`src/bmm_pkg.sv`:
```
package bmm_pkg;

  localparam int SEGMENT_BITS_DEFAULT = 8;

  localparam logic [7:0] CTL_REG_LOW   = 8'h3C;
  localparam logic [7:0] SEG_REG_LOW   = 8'hFC;
  localparam logic [7:0] SEG_READ_BITS = 8'hC0;
  localparam logic [7:0] CTL_UNUSED    = 8'h10;

  localparam int CTL_MEM_REGS_BIT = 7;
  localparam int CTL_SOUND_BIT    = 6;
  localparam int CTL_PORT_OFF_BIT = 5;
  localparam int CTL_WINDOW_BIT   = 3;

  localparam logic [1:0] PAGE_LOW_WINDOW  = 2'd1;
  localparam logic [1:0] PAGE_HIGH_WINDOW = 2'd2;

  typedef enum logic [1:0] {
    ACT_MEM_READ  = 2'd0,
    ACT_MEM_WRITE = 2'd1,
    ACT_IO_READ   = 2'd2,
    ACT_IO_WRITE  = 2'd3
  } action_t;

  typedef struct packed {
    logic       ctl_we;
    logic [7:0] ctl_wdata;
    logic       seg_we;
    logic [1:0] seg_idx;
    logic [7:0] seg_wdata;
  } reg_wr_t;

  typedef struct packed {
    logic        read_hit;
    logic [7:0]  read_data;
    logic        mem_forward;
    logic        mem_write;
    logic [7:0]  segment;
    logic [13:0] offset;
    logic        sound_write;
    logic [7:0]  sound_data;
  } result_t;

endpackage

```
`src/bmm_regs.sv`:
```
module bmm_regs
  import bmm_pkg::*;
#(
  parameter int SEGMENT_BITS = SEGMENT_BITS_DEFAULT
) (
  input  logic                            clk,
  input  logic                            rst,
  input  reg_wr_t                         wr,
  output logic [7:0]                      control,
  output logic [3:0][SEGMENT_BITS-1:0]    segs
);

  always_ff @(posedge clk) begin
    if (rst) begin
      control <= '0;
      for (int p = 0; p < 4; p++) begin
        segs[p] <= SEGMENT_BITS'(3 - p);
      end
    end else begin
      if (wr.ctl_we) begin
        control <= wr.ctl_wdata & ~CTL_UNUSED;
      end
      if (wr.seg_we) begin
        segs[wr.seg_idx] <= wr.seg_wdata[SEGMENT_BITS-1:0];
      end
    end
  end

endmodule

```
`src/bmm_decode.sv`:
```
module bmm_decode
  import bmm_pkg::*;
#(
  parameter int SEGMENT_BITS = SEGMENT_BITS_DEFAULT
) (
  input  logic [1:0]                      action,
  input  logic [15:0]                     address,
  input  logic [7:0]                      data,
  input  logic [7:0]                      control,
  input  logic [3:0][SEGMENT_BITS-1:0]    segs,
  output result_t                         res,
  output reg_wr_t                         wr
);

  localparam logic [7:0] SegMask = 8'((1 << SEGMENT_BITS) - 1);

  logic [7:0] low;
  logic [1:0] page;
  logic       in_window;
  logic       is_ctl_reg;
  logic       is_seg_reg;
  logic [7:0] seg_low;
  logic [7:0] seg_page;
  logic [7:0] ctl_mem_wdata;

  always_comb begin
    low      = address[7:0];
    page     = address[15:14];
    seg_low  = 8'(segs[low[1:0]]);
    seg_page = 8'(segs[page]);
    is_ctl_reg = (low == CTL_REG_LOW);
    is_seg_reg = ((low & SEG_REG_LOW) == SEG_REG_LOW);

    if (!control[CTL_MEM_REGS_BIT]) begin
      in_window = 1'b0;
    end else if (control[CTL_PORT_OFF_BIT]) begin
      in_window = control[CTL_WINDOW_BIT] ? (page == PAGE_LOW_WINDOW)
                                          : (page == PAGE_HIGH_WINDOW);
    end else begin
      in_window = (page == PAGE_LOW_WINDOW) || (page == PAGE_HIGH_WINDOW);
    end

    ctl_mem_wdata = data;
    if (data[CTL_PORT_OFF_BIT]) begin
      ctl_mem_wdata[CTL_MEM_REGS_BIT] = 1'b1;
    end

    res = '0;
    wr  = '0;
    wr.seg_idx   = low[1:0];
    wr.seg_wdata = data;

    unique case (action_t'(action))
      ACT_MEM_READ, ACT_MEM_WRITE: begin
        if (in_window && is_ctl_reg) begin
          if (action_t'(action) == ACT_MEM_READ) begin
            res.read_hit  = 1'b1;
            res.read_data = control;
          end else begin
            wr.ctl_we    = 1'b1;
            wr.ctl_wdata = ctl_mem_wdata;
          end
        end else if (in_window && is_seg_reg) begin
          if (action_t'(action) == ACT_MEM_READ) begin
            res.read_hit  = 1'b1;
            res.read_data = SEG_READ_BITS | seg_low;
          end else begin
            wr.seg_we = 1'b1;
          end
        end else if (!(action_t'(action) == ACT_MEM_WRITE && control[page])) begin
          res.mem_forward = 1'b1;
          res.mem_write   = (action_t'(action) == ACT_MEM_WRITE);
          res.segment     = seg_page;
          res.offset      = address[13:0];
        end
      end
      ACT_IO_READ: begin
        res.read_hit  = 1'b1;
        res.read_data = control[CTL_PORT_OFF_BIT] ? 8'hFF : (seg_low | ~SegMask);
      end
      ACT_IO_WRITE: begin
        if (is_seg_reg) begin
          wr.seg_we = !control[CTL_PORT_OFF_BIT];
        end else if (low[0]) begin
          if (control[CTL_SOUND_BIT]) begin
            res.sound_write = 1'b1;
            res.sound_data  = data;
          end
        end else begin
          wr.ctl_we    = 1'b1;
          wr.ctl_wdata = {data[CTL_MEM_REGS_BIT], control[CTL_MEM_REGS_BIT-1:0]};
        end
      end
      default: begin
        res = '0;
      end
    endcase
  end

endmodule

```
`src/banked_memory_mapper_with_control_core.sv`:
```
// Channel  Direction  Handshake              Payload
// in       input      in_valid / in_ready    action, address, data
// out      output     out_valid / out_ready  read_hit, read_data, mem_forward, mem_write,
//                                            segment, offset, sound_write, sound_data
//
// Every input transaction gives exactly one output, through the input and result registers.
// One transaction per cycle is sustained unless the output stalls: decode between the input
// and result registers is the only stage; the next transaction sees register updates.
// Reset clears the control byte and loads page segments 3, 2, 1, 0.
// A stalled output holds the result register; the input register still fills behind it.
module banked_memory_mapper_with_control_core
  import bmm_pkg::*;
#(
  parameter int SEGMENT_BITS = SEGMENT_BITS_DEFAULT
) (
  input  logic        clk,
  input  logic        rst,
  input  logic        in_valid,
  output logic        in_ready,
  input  logic [1:0]  action,
  input  logic [15:0] address,
  input  logic [7:0]  data,
  output logic        out_valid,
  input  logic        out_ready,
  output logic        read_hit,
  output logic [7:0]  read_data,
  output logic        mem_forward,
  output logic        mem_write,
  output logic [7:0]  segment,
  output logic [13:0] offset,
  output logic        sound_write,
  output logic [7:0]  sound_data
);

  logic                          in_full;
  logic [1:0]                    action_q;
  logic [15:0]                   address_q;
  logic [7:0]                    data_q;
  logic                          advance;
  logic [7:0]                    control;
  logic [3:0][SEGMENT_BITS-1:0]  segs;
  result_t                       res;
  result_t                       res_q;
  reg_wr_t                       dec_wr;
  reg_wr_t                       wr;

  assign advance  = in_full && (!out_valid || out_ready);
  assign in_ready = !in_full || advance;

  always_comb begin
    wr        = dec_wr;
    wr.ctl_we = dec_wr.ctl_we && advance;
    wr.seg_we = dec_wr.seg_we && advance;
  end

  bmm_decode #(
    .SEGMENT_BITS(SEGMENT_BITS)
  ) u_decode (
    .action (action_q),
    .address(address_q),
    .data   (data_q),
    .control(control),
    .segs   (segs),
    .res    (res),
    .wr     (dec_wr)
  );

  bmm_regs #(
    .SEGMENT_BITS(SEGMENT_BITS)
  ) u_regs (
    .clk    (clk),
    .rst    (rst),
    .wr     (wr),
    .control(control),
    .segs   (segs)
  );

  always_ff @(posedge clk) begin
    if (rst) begin
      in_full   <= 1'b0;
      out_valid <= 1'b0;
    end else begin
      if (in_ready) begin
        in_full <= in_valid;
      end
      if (advance) begin
        out_valid <= 1'b1;
      end else if (out_ready) begin
        out_valid <= 1'b0;
      end
    end
  end

  always_ff @(posedge clk) begin
    if (in_valid && in_ready) begin
      action_q  <= action;
      address_q <= address;
      data_q    <= data;
    end
    if (advance) begin
      res_q <= res;
    end
  end

  assign read_hit    = res_q.read_hit;
  assign read_data   = res_q.read_data;
  assign mem_forward = res_q.mem_forward;
  assign mem_write   = res_q.mem_write;
  assign segment     = res_q.segment;
  assign offset      = res_q.offset;
  assign sound_write = res_q.sound_write;
  assign sound_data  = res_q.sound_data;

endmodule
```
`config.mk`:
```
export PLATFORM = sky130hd
export DESIGN_NAME = banked_memory_mapper_with_control_core
export DESIGN_NICKNAME = d
export VERILOG_FILES = /design/src/bmm_pkg.sv /design/src/bmm_regs.sv /design/src/bmm_decode.sv /design/src/banked_memory_mapper_with_control_core.sv
export SDC_FILE = /design/constraint.sdc
export NUM_CORES = 1
export LEC_CHECK = 0
export BUFFER_PORTS_ARGS = -buffer_cell sky130_fd_sc_hd__buf_2
export CAP_MARGIN = 20
export CORE_ASPECT_RATIO = 0.8
export CORE_MARGIN = 2
export CORE_UTILIZATION = 45
export DETAILED_ROUTE_END_ITERATION = 6
export PLACE_DENSITY_LB_ADDON = 0.08
export SETUP_SLACK_MARGIN = 0.05
export SLEW_MARGIN = 20
export SYNTH_ARGS = -nofsm -noshare
export SYNTH_HDL_FRONTEND = slang
export SYNTH_HIERARCHICAL = 1
export SYNTH_SLANG_ARGS = --single-unit
```
`constraint.sdc`:
```
create_clock -name clk -period 5.2 [get_ports clk]
set_input_delay 0.52 -clock clk [delete_from_list [all_inputs] [get_ports clk]]
set_output_delay 0.52 -clock clk [all_outputs]
set_load 0.01 [all_outputs]
```
# Word level (Yosys, flattened, before mapping)
# Index checks and enable logic that the tools add are counted.
# totals
ff_bits	109
n_memories	0
wordCells	89
rom_bits	0
output_inout_bits	44
inputBits	30
ramBits	0
latch_bits	0
# classes
div	0
n_mul	0
n_reduce_logical	22
n_lt_le_gt_ge	4
n_shift	0
bitwise_logic	4
n_eq_ne	8
n_mux	32
n_addsub	0
# ops
op	n
9-bit 2-to-1 mux	9
8-bit binary-select mux with 2-bit select	2
32-bit bitwise mux	1
8-bit 2-to-1 mux	4
24-bit 2-to-1 mux	1
10-bit one-hot mux with 2 select lines	1
9-bit one-hot mux with 2 select lines	1
8-bit demux with 2-bit select	1
1-bit 2-to-1 mux	11
8-bit by 6-bit equality test with 1-bit output (second input constant)	1
1-bit logical AND	8
4-bit OR reduction	2
2-bit equality test (second input constant)	3
6-bit equality test (second input constant)	1
2-bit by 3-bit < comparator with 1-bit output (second input constant)	2
3-bit OR reduction	2
2-bit by 1-bit equality test with 1-bit output (second input constant)	2
2-bit by 4-bit < comparator with 1-bit output (second input constant)	1
1-bit NOT	4
1-bit logical NOT	3
1-bit logical OR	3
3-bit by 2-bit != test with 1-bit output (second input constant)	1
1-bit binary-select mux with 2-bit select	1
2-bit by 1-bit greater-or-equal comparator with 1-bit output (second input constant)	1
other kinds (4)	4

# Logic depth before layout (Yosys ltp)
# Gate-level depths: netlist of run 1.
# logic_depth
depth_word	10
depth_mapped	11
mapped_depth_nobuf	9

# By module
# Netlist of run 1, hierarchy kept.
# by_module_without_submodules
module	area_each_um2	cells_each	seq_area_each_um2	instances
banked_memory_mapper_with_control_core	2157.1	80	2082.0	1
bmm_regs	1540.2	144	780.7	1
bmm_decode	1177.4	131	0.0	1

# Worst setup path before layout of run 1
# No wires, ideal clock.
# synth_timing
kind	reg-to-reg
from	reg address_q[15]
to	reg u_regs/segs[0] in the netlist's numbering
stages_incl_launch_ff	12
synth_period_minus_slack_ps	2584
path_slack_ps	2616
arrival_time_ps	2513
required_ps	5128
setup_ps	72
n_path_buf	2
path_cell_list	edfxtp_1 clkbuf_1 inv_1 ha_1 mux2_4 o211ai_1 mux2i_1 and3_1 and3_1 or3b_1 buf_2 mux2i_1
# synth_rtl
item	line	rtl
start: declaration	banked_memory_mapper_with_control_core.sv:37	logic [15:0] address_q;
start signal: assignment	banked_memory_mapper_with_control_core.sv:97	address_q <= address;
end signal: indexed assignment	bmm_regs.sv:17	segs[p] <= SEGMENT_BITS'(3 - p);
end signal: indexed assignment	bmm_regs.sv:24	segs[wr.seg_idx] <= wr.seg_wdata[SEGMENT_BITS-1:0];
end: declaration	bmm_regs.sv:10	output logic [3:0][SEGMENT_BITS-1:0] segs

==> tab_implementation.tex, run 1 <==
\begin{tabular}{lr}
\hline
Metric & Value \\
\hline
\multicolumn{2}{l}{\textbf{STA}} \\
\quad Crit share post-route & 61.43\% \\
\quad Hold violation total from the final report & 0 \\
\quad Sum of negative setup slack & 0 ns \\
\quad Number of endpoints failing setup at the final stage & 0 \\
\quad Post-Route Skew & 0.007410 ns \\
\quad Max-slew violations & 0 \\
\quad Relative slew slack & 30.68\% \\
\quad Transition time of the tightest slew-check pin & 1.040 ns \\
\quad Setup repair after global routing missed its margin & no \\
\quad Peak clock frequency supported by timing & 313.0 MHz \\
\quad Min Tclk post-route & 3.194 ns \\
\multicolumn{2}{l}{\textbf{Clock network}} \\
\quad Largest buffer count on any clock path & 2 \\
\quad TritonCTS clock tree & yes \\
\quad \# Post-CTS Setup Buffers & 0 \\
\quad Root buffer cell & clkbuf\_16 \\
\quad \# hold bufs at CTS & 0 \\
\quad Cts repair resizes & 0 \\
\quad Count of H-tree levels built during CTS & 3 \\
\quad Worst skew pair latency & 0.34 ns \\
\quad Clock transition at the registers of the reported paths & 0.07 ns \\
\quad Clock Sinks & 109 \\
\quad Inserted Clock Buffers & 9 \\
\multicolumn{2}{l}{\textbf{Routing}} \\
\quad Drt pass-1 iters & 4 \\
\quad Antenna viol nets, final & 0 \\
\quad Met2 Routed Length & 4.567 mm \\
\quad Top Layer Used & met4 \\
\quad Routed length on met3 & 373 um \\
\quad Post-detailed-route DRC marker count & 0 \\
\quad Starting DRC count in detailed routing & 144 \\
\quad Post-detailed-routing wire length & 9.854 mm \\
\quad Routed via count & 2,864 \\
\quad Routed length per instance & 17.79 um \\
\quad Vias per cell & 5.170 \\
\quad Routed met1 length & 4.813 mm \\
\multicolumn{2}{l}{\textbf{Floorplanning}} \\
\quad Height of the chip & 97.01 um \\
\quad Initial Util & 46.77\% \\
\quad Floorplan die area & 11,670 um2 \\
\quad Core area & 10,410 um2 \\
\quad Number of I/O pins & 74 \\
\quad Number of placement rows & 33 \\
\quad Overall die width & 120.3 um \\
\multicolumn{2}{l}{\textbf{Pwr}} \\
\quad Power density over cell area & 317.7 nW/um2 \\
\quad Design Power & 1.757 mW \\
\quad Leak pwr & 2.215 nW \\
\quad Highest ir drop seen on vdd & 0.0002114 V \\
\multicolumn{2}{l}{\textbf{GRT}} \\
\quad Vias in the first global route & 2,907 \\
\quad Pin count of the biggest net entering global routing & 52 \\
\quad Wire length of the first global-routing pass & 15.86 mm \\
\quad Remaining Overflow, GRT & 0 \\
\quad Overall fraction of global-route tracks in use & 17.97\% \\
\quad Initial antenna violation count & 0 \\
\multicolumn{2}{l}{\textbf{Setup path}} \\
\quad Setup crit start kind & register \\
\quad Critical Path Fanout Max & 11 \\
\quad Required @ worst endpoint & 5.47 ns \\
\quad Crit path kind & reg -> reg \\
\quad Kind of end point of the critical path & register \\
\quad Data arrival time of the critical path & 3.46 ns \\
\multicolumn{2}{l}{\textbf{Worst hold path}} \\
\quad Hold crit path type & in -> reg \\
\multicolumn{2}{l}{\textbf{Synth}} \\
\quad Synthesized instance count & 354 \\
\quad Cell area after synthesis & 4866 um2 \\
\quad Number of warnings printed during yosys synthesis & 6 \\
\quad Mean cell area of the mapped netlist & 13.75 um2 \\
\quad Post-synth net total & 386 \\
\multicolumn{2}{l}{\textbf{Placed design}} \\
\quad Total cell area at the placement stage & 5223 um2 \\
\quad Final Wtd Congestion & 0.7802 \\
\quad Placed wire-length estimate & 6.697 mm \\
\quad I/O Buffers & 73 \\
\multicolumn{2}{l}{\textbf{Flow run}} \\
\quad MaxCap Viol Count & 0 \\
\multicolumn{2}{l}{\textbf{Final layout}} \\
\quad Most common cell after layout, fill and taps aside & buf\_2 \\
\quad Number of fillers in the final layout & 931 \\
\quad Commonest cells after routing, fill and taps aside & buf\_2 (73), edfxtp\_1 (68), dfxtp\_1 (41), mux2i\_1 (40), nand2b\_1 (39) \\
\quad Final cell area excluding filler cells & 5530 um2 \\
\quad Layout cell share with drive strength beyond 1 & 28.26\% \\
\quad Net total in the final layout & 441 \\
\quad Util after Layout & 53.15\% \\
\quad Antenna diode instance count & 0 \\
\quad Area added between synthesis and finish & 13.65\% \\
\multicolumn{2}{l}{\textbf{Run status}} \\
\quad Status & complete, no violations \\
\hline
\end{tabular}
-- report_power, final --
part           switching (mW)  leakage [nW]  total (mW)  internal, mW
registers              0.0231         0.985       0.971         0.948
logic                  0.0510          1.09      0.0914        0.0404
clock network           0.314         0.144       0.695         0.380
total                   0.388          2.22        1.76          1.37
-- layer usage --
| layer | global-route usage, % | vias up |
|---|---|---|
| li1 | - | 1387 |
| met1 | 26.02 | 1406 |
| met2 | 27.01 | 64 |
| met3 | 4.186 | 7 |
| met4 | 5.456 | 0 |
| met5 | 0 | - |
-- metrics by stage --
step,worst slack (ns),std cells,hold WS [ns]
after floorplan,2.616,354,0.4555
after global placement,2.068,538,0.4704
after detailed placement,2.011,538,0.4777
after CTS,1.988,554,0.3325
after global routing,1.729,554,0.3290
final,2.006,554,0.3453
-- critical path, cell delays in order (launching register included) --
cell	delay (ns)
edfxtp_1	0.81
inv_1	0.10
ha_1	0.22
mux2_4	0.27
o211ai_1	0.37
mux2i_1	0.12
and3_1	0.20
and3_1	0.22
or3b_1	0.56
mux2i_1	0.25
-- final timing paths --
check / startpoint / to / depth (start not counted) / slack [ns]
setup / recovery: address_q[14] / u_regs/segs[0] / 9 / 2.01
hold / removal: data[1] / data_q[1] / 1 / 0.35
setup reg to reg: address_q[14] / u_regs/segs[0] / 9 / 2.01
hold reg to reg: u_regs/segs[27] / u_regs/segs[27] / 2 / 0.49
-- final cells by class --
class                      count  area (um2)  share of cell area (%)
timing repair buffer          73       365.4                   6.606
tap                          140       175.2                   3.167
sequential                   109        2863                   51.76
clock buffer                   9       225.2                   4.072
multi-input combinational    209        1793                   32.42
inverter                       7       26.28                  0.4751
clock inverter                 7       82.58                   1.493
-- sequential cells by signal (all words and copies together) (netlist names) --
register        flops
out_valid           1
data_q              8
read_data           8
segment             8
sound_data          8
address_q          16
u_regs/control      7
mem_forward         1
u_regs/segs        32
mem_write           1
read_hit            1
sound_write         1
in_full             1
action_q            2
offset             14
(Power assumes the default switching activity.)
==> inputs of run 2 (changes only) <==
clock period = 3.3 ns   (was 5.2 ns; I/O delays follow)
==> run 2 against run 1 <==
Against the previous run:
- sequential cell count stayed put
- count of clock-buffer cells in the layout stayed put
- fmax is 17% higher
- first-iteration DRC count is 18% higher
- clock power is 58% higher
- via count is 0.49% higher
- register-to-register slack worse by 1.4 ns
- routed wire length is 0.79% lower
==> tab_implementation.tex, run 2 (synthesized netlist as in run 1, its figures left out) <==
\begin{tabular}{lr}
\hline
Metric & Value \\
\hline
\multicolumn{2}{l}{\textbf{Routing}} \\
\quad Starting DRC count in detailed routing & 170 \\
\quad Routed length per instance & 17.33 um \\
\quad Routed via count & 2,878 \\
\quad Post-detailed-route DRC marker count & 0 \\
\quad Antenna viol nets, final & 0 \\
\quad Vias per cell & 5.103 \\
\quad Drt pass-1 iters & 4 \\
\quad Post-detailed-routing wire length & 9.776 mm \\
\multicolumn{2}{l}{\textbf{Setup path}} \\
\quad Cells traversed along the worst timing path & ha\_1 -> nand2b\_1 -> o211ai\_1 -> buf\_4 -> mux2i\_1 -> and3\_1 -> and3\_1 -> or3b\_1 -> mux2i\_1 \\
\quad Number of cells on the critical path & 9 \\
\quad Critical Path Fanout Max & 8 \\
\quad Buffering stage count on the worst path with inverters included & 1 \\
\quad Worst setup path startpoint & address\_q[15] \\
\quad Reg-to-reg endpoint & u\_regs/segs[6] \\
\quad Worst setup path endpoint & u\_regs/segs[6] \\
\quad Category of cells accounting for the largest share of critical-path delay & simple AND/OR/NAND/NOR gates \\
\quad Biggest cell delay along the critical path & 0.59 ns \\
\quad Crit path kind & reg -> reg \\
\quad Kind of end point of the critical path & register \\
\quad Slack of the worst reg-to-reg path & 0.58 ns \\
\quad R2r worst-path depth & 9 \\
\quad Setup crit start kind & register \\
\quad R2r startpoint & address\_q[15] \\
\quad Required @ worst endpoint & 3.52 ns \\
\quad Critical path's slowest cell & or3b\_1 \\
\quad Data arrival time of the critical path & 2.94 ns \\
\multicolumn{2}{l}{\textbf{Final layout}} \\
\quad Combined flip-flop and latch cell area & 2863 um2 \\
\quad Area used by multi-input combinational logic & 1793 um2 \\
\quad Util after Layout & 53.91\% \\
\quad Layout cell share with drive strength beyond 1 & 29.95\% \\
\quad Commonest cells after routing, fill and taps aside & buf\_2 (73), edfxtp\_1 (68), dfxtp\_1 (41), mux2i\_1 (40), nand2b\_1 (39) \\
\quad Flip-flop count of the largest register after layout & 32 \\
\quad Net total in the final layout & 451 \\
\quad Largest register by flop count & u\_regs/segs \\
\quad Final cell area excluding filler cells & 5609 um2 \\
\quad Area added between synthesis and finish & 15.27\% \\
\quad Antenna diode instance count & 0 \\
\quad Most common cell after layout, fill and taps aside & buf\_2 \\
\quad Number of fillers in the final layout & 915 \\
\multicolumn{2}{l}{\textbf{STA}} \\
\quad Max-slew violations & 0 \\
\quad Hold violation total from the final report & 0 \\
\quad Peak clock frequency supported by timing & 367.4 MHz \\
\quad Hold WS & 0.1493 ns \\
\quad Relative slew slack & 35.93\% \\
\quad Transition time of the tightest slew-check pin & 0.9536 ns \\
\quad Number of endpoints failing setup at the final stage & 0 \\
\quad Min Tclk post-route & 2.722 ns \\
\quad Setup repair after global routing missed its margin & no \\
\quad Post-Route Skew & 0.009929 ns \\
\quad Crit share post-route & 82.49\% \\
\quad Sum of negative setup slack & 0 ns \\
\multicolumn{2}{l}{\textbf{Clock network}} \\
\quad Cts repair resizes & 0 \\
\quad Count of H-tree levels built during CTS & 3 \\
\quad Root buffer cell & clkbuf\_16 \\
\quad \# Post-CTS Setup Buffers & 0 \\
\quad Clock transition at the registers of the reported paths & 0.08 ns \\
\quad Inserted Clock Buffers & 9 \\
\quad Clock Sinks & 109 \\
\quad TritonCTS clock tree & yes \\
\quad \# hold bufs at CTS & 0 \\
\quad Largest buffer count on any clock path & 2 \\
\quad Worst skew pair latency & 0.35 ns \\
\multicolumn{2}{l}{\textbf{Pwr}} \\
\quad Design Power & 2.782 mW \\
\quad Net Sw Frac & 22.26\% \\
\quad Power density over cell area & 496.0 nW/um2 \\
\quad Clock network power share & 39.6\% \\
\quad Highest ir drop seen on vdd & 0.0003013 V \\
\quad Internal power component & 2.163 mW \\
\quad Logic gate share of total power & 5.9\% \\
\quad Leak pwr & 2.270 nW \\
\quad Sw power & 619.3 uW \\
\quad Sequential cell fraction of total power & 54.5\% \\
\multicolumn{2}{l}{\textbf{GRT}} \\
\quad Vias in the first global route & 2,770 \\
\quad Wire length of the first global-routing pass & 15.43 mm \\
\quad Pin count of the biggest net entering global routing & 52 \\
\quad Overall fraction of global-route tracks in use & 17.68\% \\
\quad Initial antenna violation count & 0 \\
\quad Remaining Overflow, GRT & 0 \\
\multicolumn{2}{l}{\textbf{Floorplanning}} \\
\quad Number of placement rows & 33 \\
\quad Height of the chip & 97.01 um \\
\quad Overall die width & 120.3 um \\
\quad Number of I/O pins & 74 \\
\quad Core area & 10,410 um2 \\
\quad Initial Util & 46.77\% \\
\quad Floorplan die area & 11,670 um2 \\
\multicolumn{2}{l}{\textbf{Worst hold path}} \\
\quad Hold crit path type & in -> reg \\
\multicolumn{2}{l}{\textbf{Run status}} \\
\quad Status & complete, no violations \\
\multicolumn{2}{l}{\textbf{Placed design}} \\
\quad Placed wire-length estimate & 6.880 mm \\
\quad I/O Buffers & 73 \\
\quad Final Wtd Congestion & 0.8390 \\
\quad Total cell area at the placement stage & 5298 um2 \\
\multicolumn{2}{l}{\textbf{Flow run}} \\
\quad MaxCap Viol Count & 0 \\
\hline
\end{tabular}
==> run 2: cell types whose count changed in the layout (fill, tap and decap cells not counted), sizes merged <==
cell / delta
buf: +10
clkinv: +3
clkinvlp: -2
inv: -1
==> run 2: worst min-delay path by stage <==
| stage | from | depth (start not counted) | to | slack [ns] |
|---|---|---|---|---|
| 2_1_floorplan | rst | 1 | in_full | 0.39 |
| 3_3_place_gp | u_regs/segs[27] | 2 | u_regs/segs[27] | 0.47 |
| 3_5_place_dp | u_regs/segs[17] | 2 | u_regs/segs[17] | 0.48 |
| 4_1_cts | data[1] | 1 | data_q[1] | 0.14 |
| 5_1_grt | data[6] | 1 | data_q[6] | 0.14 |
| 6_report | data[1] | 1 | data_q[1] | 0.15 |
==> run 2: power by group through the flow <==
stage | sequential (mW) | clock, mW | combinational, mW
floorplan | 1.55 | 0 | 0.0991
finish | 1.52 | 1.10 | 0.163
global placement | 1.55 | 0 | 0.165
global route | 1.52 | 1.18 | 0.180
CTS | 1.52 | 1.13 | 0.166
detailed placement | 1.55 | 0 | 0.166
==> run 2: metal layers <==
metal | vias up | part of all wire, % | GRT usage, %
li1 | 1405 | - | -
met1 | 1376 | 49 | 26.75
met2 | 86 | 44 | 25.17
met3 | 11 | 5.4 | 4.127
met4 | 0 | 1.4 | 5.456
met5 | - | 0 | 0
==> run 2: cell type report <==
cell class,instances,area share [%]
repair buffers,83,7.852
multi-input cells,209,31.97
flip-flops and latches,109,51.04
inverters,7,0.4684
clock buffers,9,4.015
well taps,140,3.123
clock inverters,7,1.539
==> run 2: per-stage QoR <==
stage                     cells  setup slack, ns
after global placement      548           0.6248
after floorplan             354           0.7157
after global routing        564           0.4323
final                       564           0.5780
after CTS                   564           0.5796
after detailed placement    548           0.5998
==> inputs of run 3 (changes only) <==
clock period = 2.69 ns   (was 3.3 ns; I/O delays follow)
==> run 3 against run 2 <==
Against the previous run:
- count of clock-buffer cells in the layout did not move
- highest routed layer unchanged
- largest cell class unchanged
- die area did not move
- critical endpoint is now u_regs/control[6]
- critical path depth fell by 2
- core utilization rose by 0.43 points
==> tab_implementation.tex, run 3 (synthesized netlist as in run 1, its figures left out) <==
\begin{tabular}{lr}
\hline
Metric & Value \\
\hline
\multicolumn{2}{l}{\textbf{Floorplanning}} \\
\quad Core area & 10,410 um2 \\
\quad Number of I/O pins & 74 \\
\quad Floorplan die area & 11,670 um2 \\
\quad Number of placement rows & 33 \\
\quad Height of the chip & 97.01 um \\
\quad Initial Util & 46.77\% \\
\quad Overall die width & 120.3 um \\
\multicolumn{2}{l}{\textbf{Setup path}} \\
\quad Cells traversed along the worst timing path & or4\_4 -> or2\_4 -> nor3\_4 -> or2\_1 -> and3\_1 -> mux2i\_1 -> nor2\_1 \\
\quad Biggest cell delay along the critical path & 0.56 ns \\
\quad Crit path kind & reg -> reg \\
\quad Setup crit start kind & register \\
\quad Kind of end point of the critical path & register \\
\quad Category of cells accounting for the largest share of critical-path delay & simple AND/OR/NAND/NOR gates \\
\quad Critical path's slowest cell & or4\_4 \\
\quad Data arrival time of the critical path & 2.61 ns \\
\quad Required @ worst endpoint & 2.90 ns \\
\quad Buffering stage count on the worst path with inverters included & 0 \\
\quad Critical Path Fanout Max & 7 \\
\multicolumn{2}{l}{\textbf{Placed design}} \\
\quad Final Wtd Congestion & 0.8391 \\
\quad Placed cells & 551 \\
\quad Placed wire-length estimate & 7.194 mm \\
\quad Total cell area at the placement stage & 5333 um2 \\
\quad Setup slack after placement & 0.1558 ns \\
\quad I/O Buffers & 73 \\
\multicolumn{2}{l}{\textbf{Clock network}} \\
\quad Largest buffer count on any clock path & 2 \\
\quad Worst skew pair latency & 0.35 ns \\
\quad Inserted Clock Buffers & 9 \\
\quad Root buffer cell & clkbuf\_16 \\
\quad Count of H-tree levels built during CTS & 3 \\
\quad TritonCTS clock tree & yes \\
\quad Clock transition at the registers of the reported paths & 0.07 ns \\
\quad Clock Sinks & 109 \\
\quad \# Post-CTS Setup Buffers & 0 \\
\quad \# hold bufs at CTS & 0 \\
\quad Cts repair resizes & 0 \\
\multicolumn{2}{l}{\textbf{Routing}} \\
\quad Starting DRC count in detailed routing & 148 \\
\quad Routed length per instance & 17.64 um \\
\quad Drt pass-1 iters & 4 \\
\quad Post-detailed-routing wire length & 10.00 mm \\
\quad Vias per cell & 5.178 \\
\quad Post-detailed-route DRC marker count & 0 \\
\quad Routed via count & 2,936 \\
\quad Antenna viol nets, final & 0 \\
\multicolumn{2}{l}{\textbf{STA}} \\
\quad Relative slew slack & 49.20\% \\
\quad Hold violation total from the final report & 0 \\
\quad Max-slew violations & 0 \\
\quad Setup repair after global routing missed its margin & no \\
\quad Transition time of the tightest slew-check pin & 0.7621 ns \\
\quad Sum of negative setup slack & 0 ns \\
\quad Post-layout worst setup margin & 0.2865 ns \\
\quad Hold WS & 0.09325 ns \\
\quad Peak clock frequency supported by timing & 416.1 MHz \\
\quad Number of endpoints failing setup at the final stage & 0 \\
\quad Min Tclk post-route & 2.404 ns \\
\quad Post-Route Skew & 0.005350 ns \\
\quad Crit share post-route & 89.35\% \\
\multicolumn{2}{l}{\textbf{Final layout}} \\
\quad Final cell count without fillers & 567 \\
\quad Util after Layout & 54.34\% \\
\quad Commonest cells after routing, fill and taps aside & buf\_2 (73), edfxtp\_1 (68), dfxtp\_1 (41), mux2i\_1 (40), nand2b\_1 (39) \\
\quad Final cell area excluding filler cells & 5654 um2 \\
\quad Net total in the final layout & 454 \\
\quad Most common cell after layout, fill and taps aside & buf\_2 \\
\quad Largest register by flop count & u\_regs/segs \\
\quad Area added between synthesis and finish & 16.20\% \\
\quad Antenna diode instance count & 0 \\
\quad Layout cell share with drive strength beyond 1 & 31.15\% \\
\quad Flip-flop count of the largest register after layout & 32 \\
\multicolumn{2}{l}{\textbf{Run status}} \\
\quad Status & complete, no violations \\
\multicolumn{2}{l}{\textbf{GRT}} \\
\quad Wire length of the first global-routing pass & 16.19 mm \\
\quad Overall fraction of global-route tracks in use & 18.34\% \\
\quad Remaining Overflow, GRT & 0 \\
\quad Vias in the first global route & 2,887 \\
\quad Initial antenna violation count & 0 \\
\quad Pin count of the biggest net entering global routing & 52 \\
\multicolumn{2}{l}{\textbf{Worst hold path}} \\
\quad Hold crit path type & in -> reg \\
\multicolumn{2}{l}{\textbf{Pwr}} \\
\quad Design Power & 3.422 mW \\
\quad Leak pwr & 2.290 nW \\
\quad Highest ir drop seen on vdd & 0.0003612 V \\
\quad Power density over cell area & 605.3 nW/um2 \\
\multicolumn{2}{l}{\textbf{Flow run}} \\
\quad MaxCap Viol Count & 0 \\
\hline
\end{tabular}
-- run 3: worst paths after layout --
| kind | startpoint | cells after the start | slack (ns) | endpoint |
|---|---|---|---|---|
| setup reg to reg | address_q[0] | 7 | 0.29 | u_regs/control[6] |
| hold reg to reg | u_regs/segs[18] | 2 | 0.49 | u_regs/segs[18] |
| hold / removal | address[8] | 1 | 0.09 | address_q[8] |
| setup / recovery | address_q[0] | 7 | 0.29 | u_regs/control[6] |
-- run 3: layout make-up --
type	count	area, um2
clock buffer	9	225.2
clock inverter	7	83.83
fill	910	4751
inverter	7	26.28
multi-input combinational	209	1805
sequential	109	2863
tap	140	175.2
timing repair buffer	86	475.5
-- run 3: worst reg2reg max path: stages, from the launching register on --
cell and delay (ns):
edfxtp_1 0.40, or4_4 0.56, or2_4 0.27, nor3_4 0.19, or2_1 0.12, and3_1 0.42, mux2i_1 0.24, nor2_1 0.06
-- run 3: metal layers --
layer  routed length [um]  track usage [%]
met1                 4943            27.40
met2                 4478            26.84
met3                  454            3.892
met4                  125            5.635
met5                    0                0
-- run 3: report_power, final --
group	switching (mW)	total, mW	internal [mW]
Combinational	0.119	0.209	0.0894
Sequential	0.0254	1.86	1.83
Clock	0.620	1.36	0.737
Total	0.765	3.42	2.66
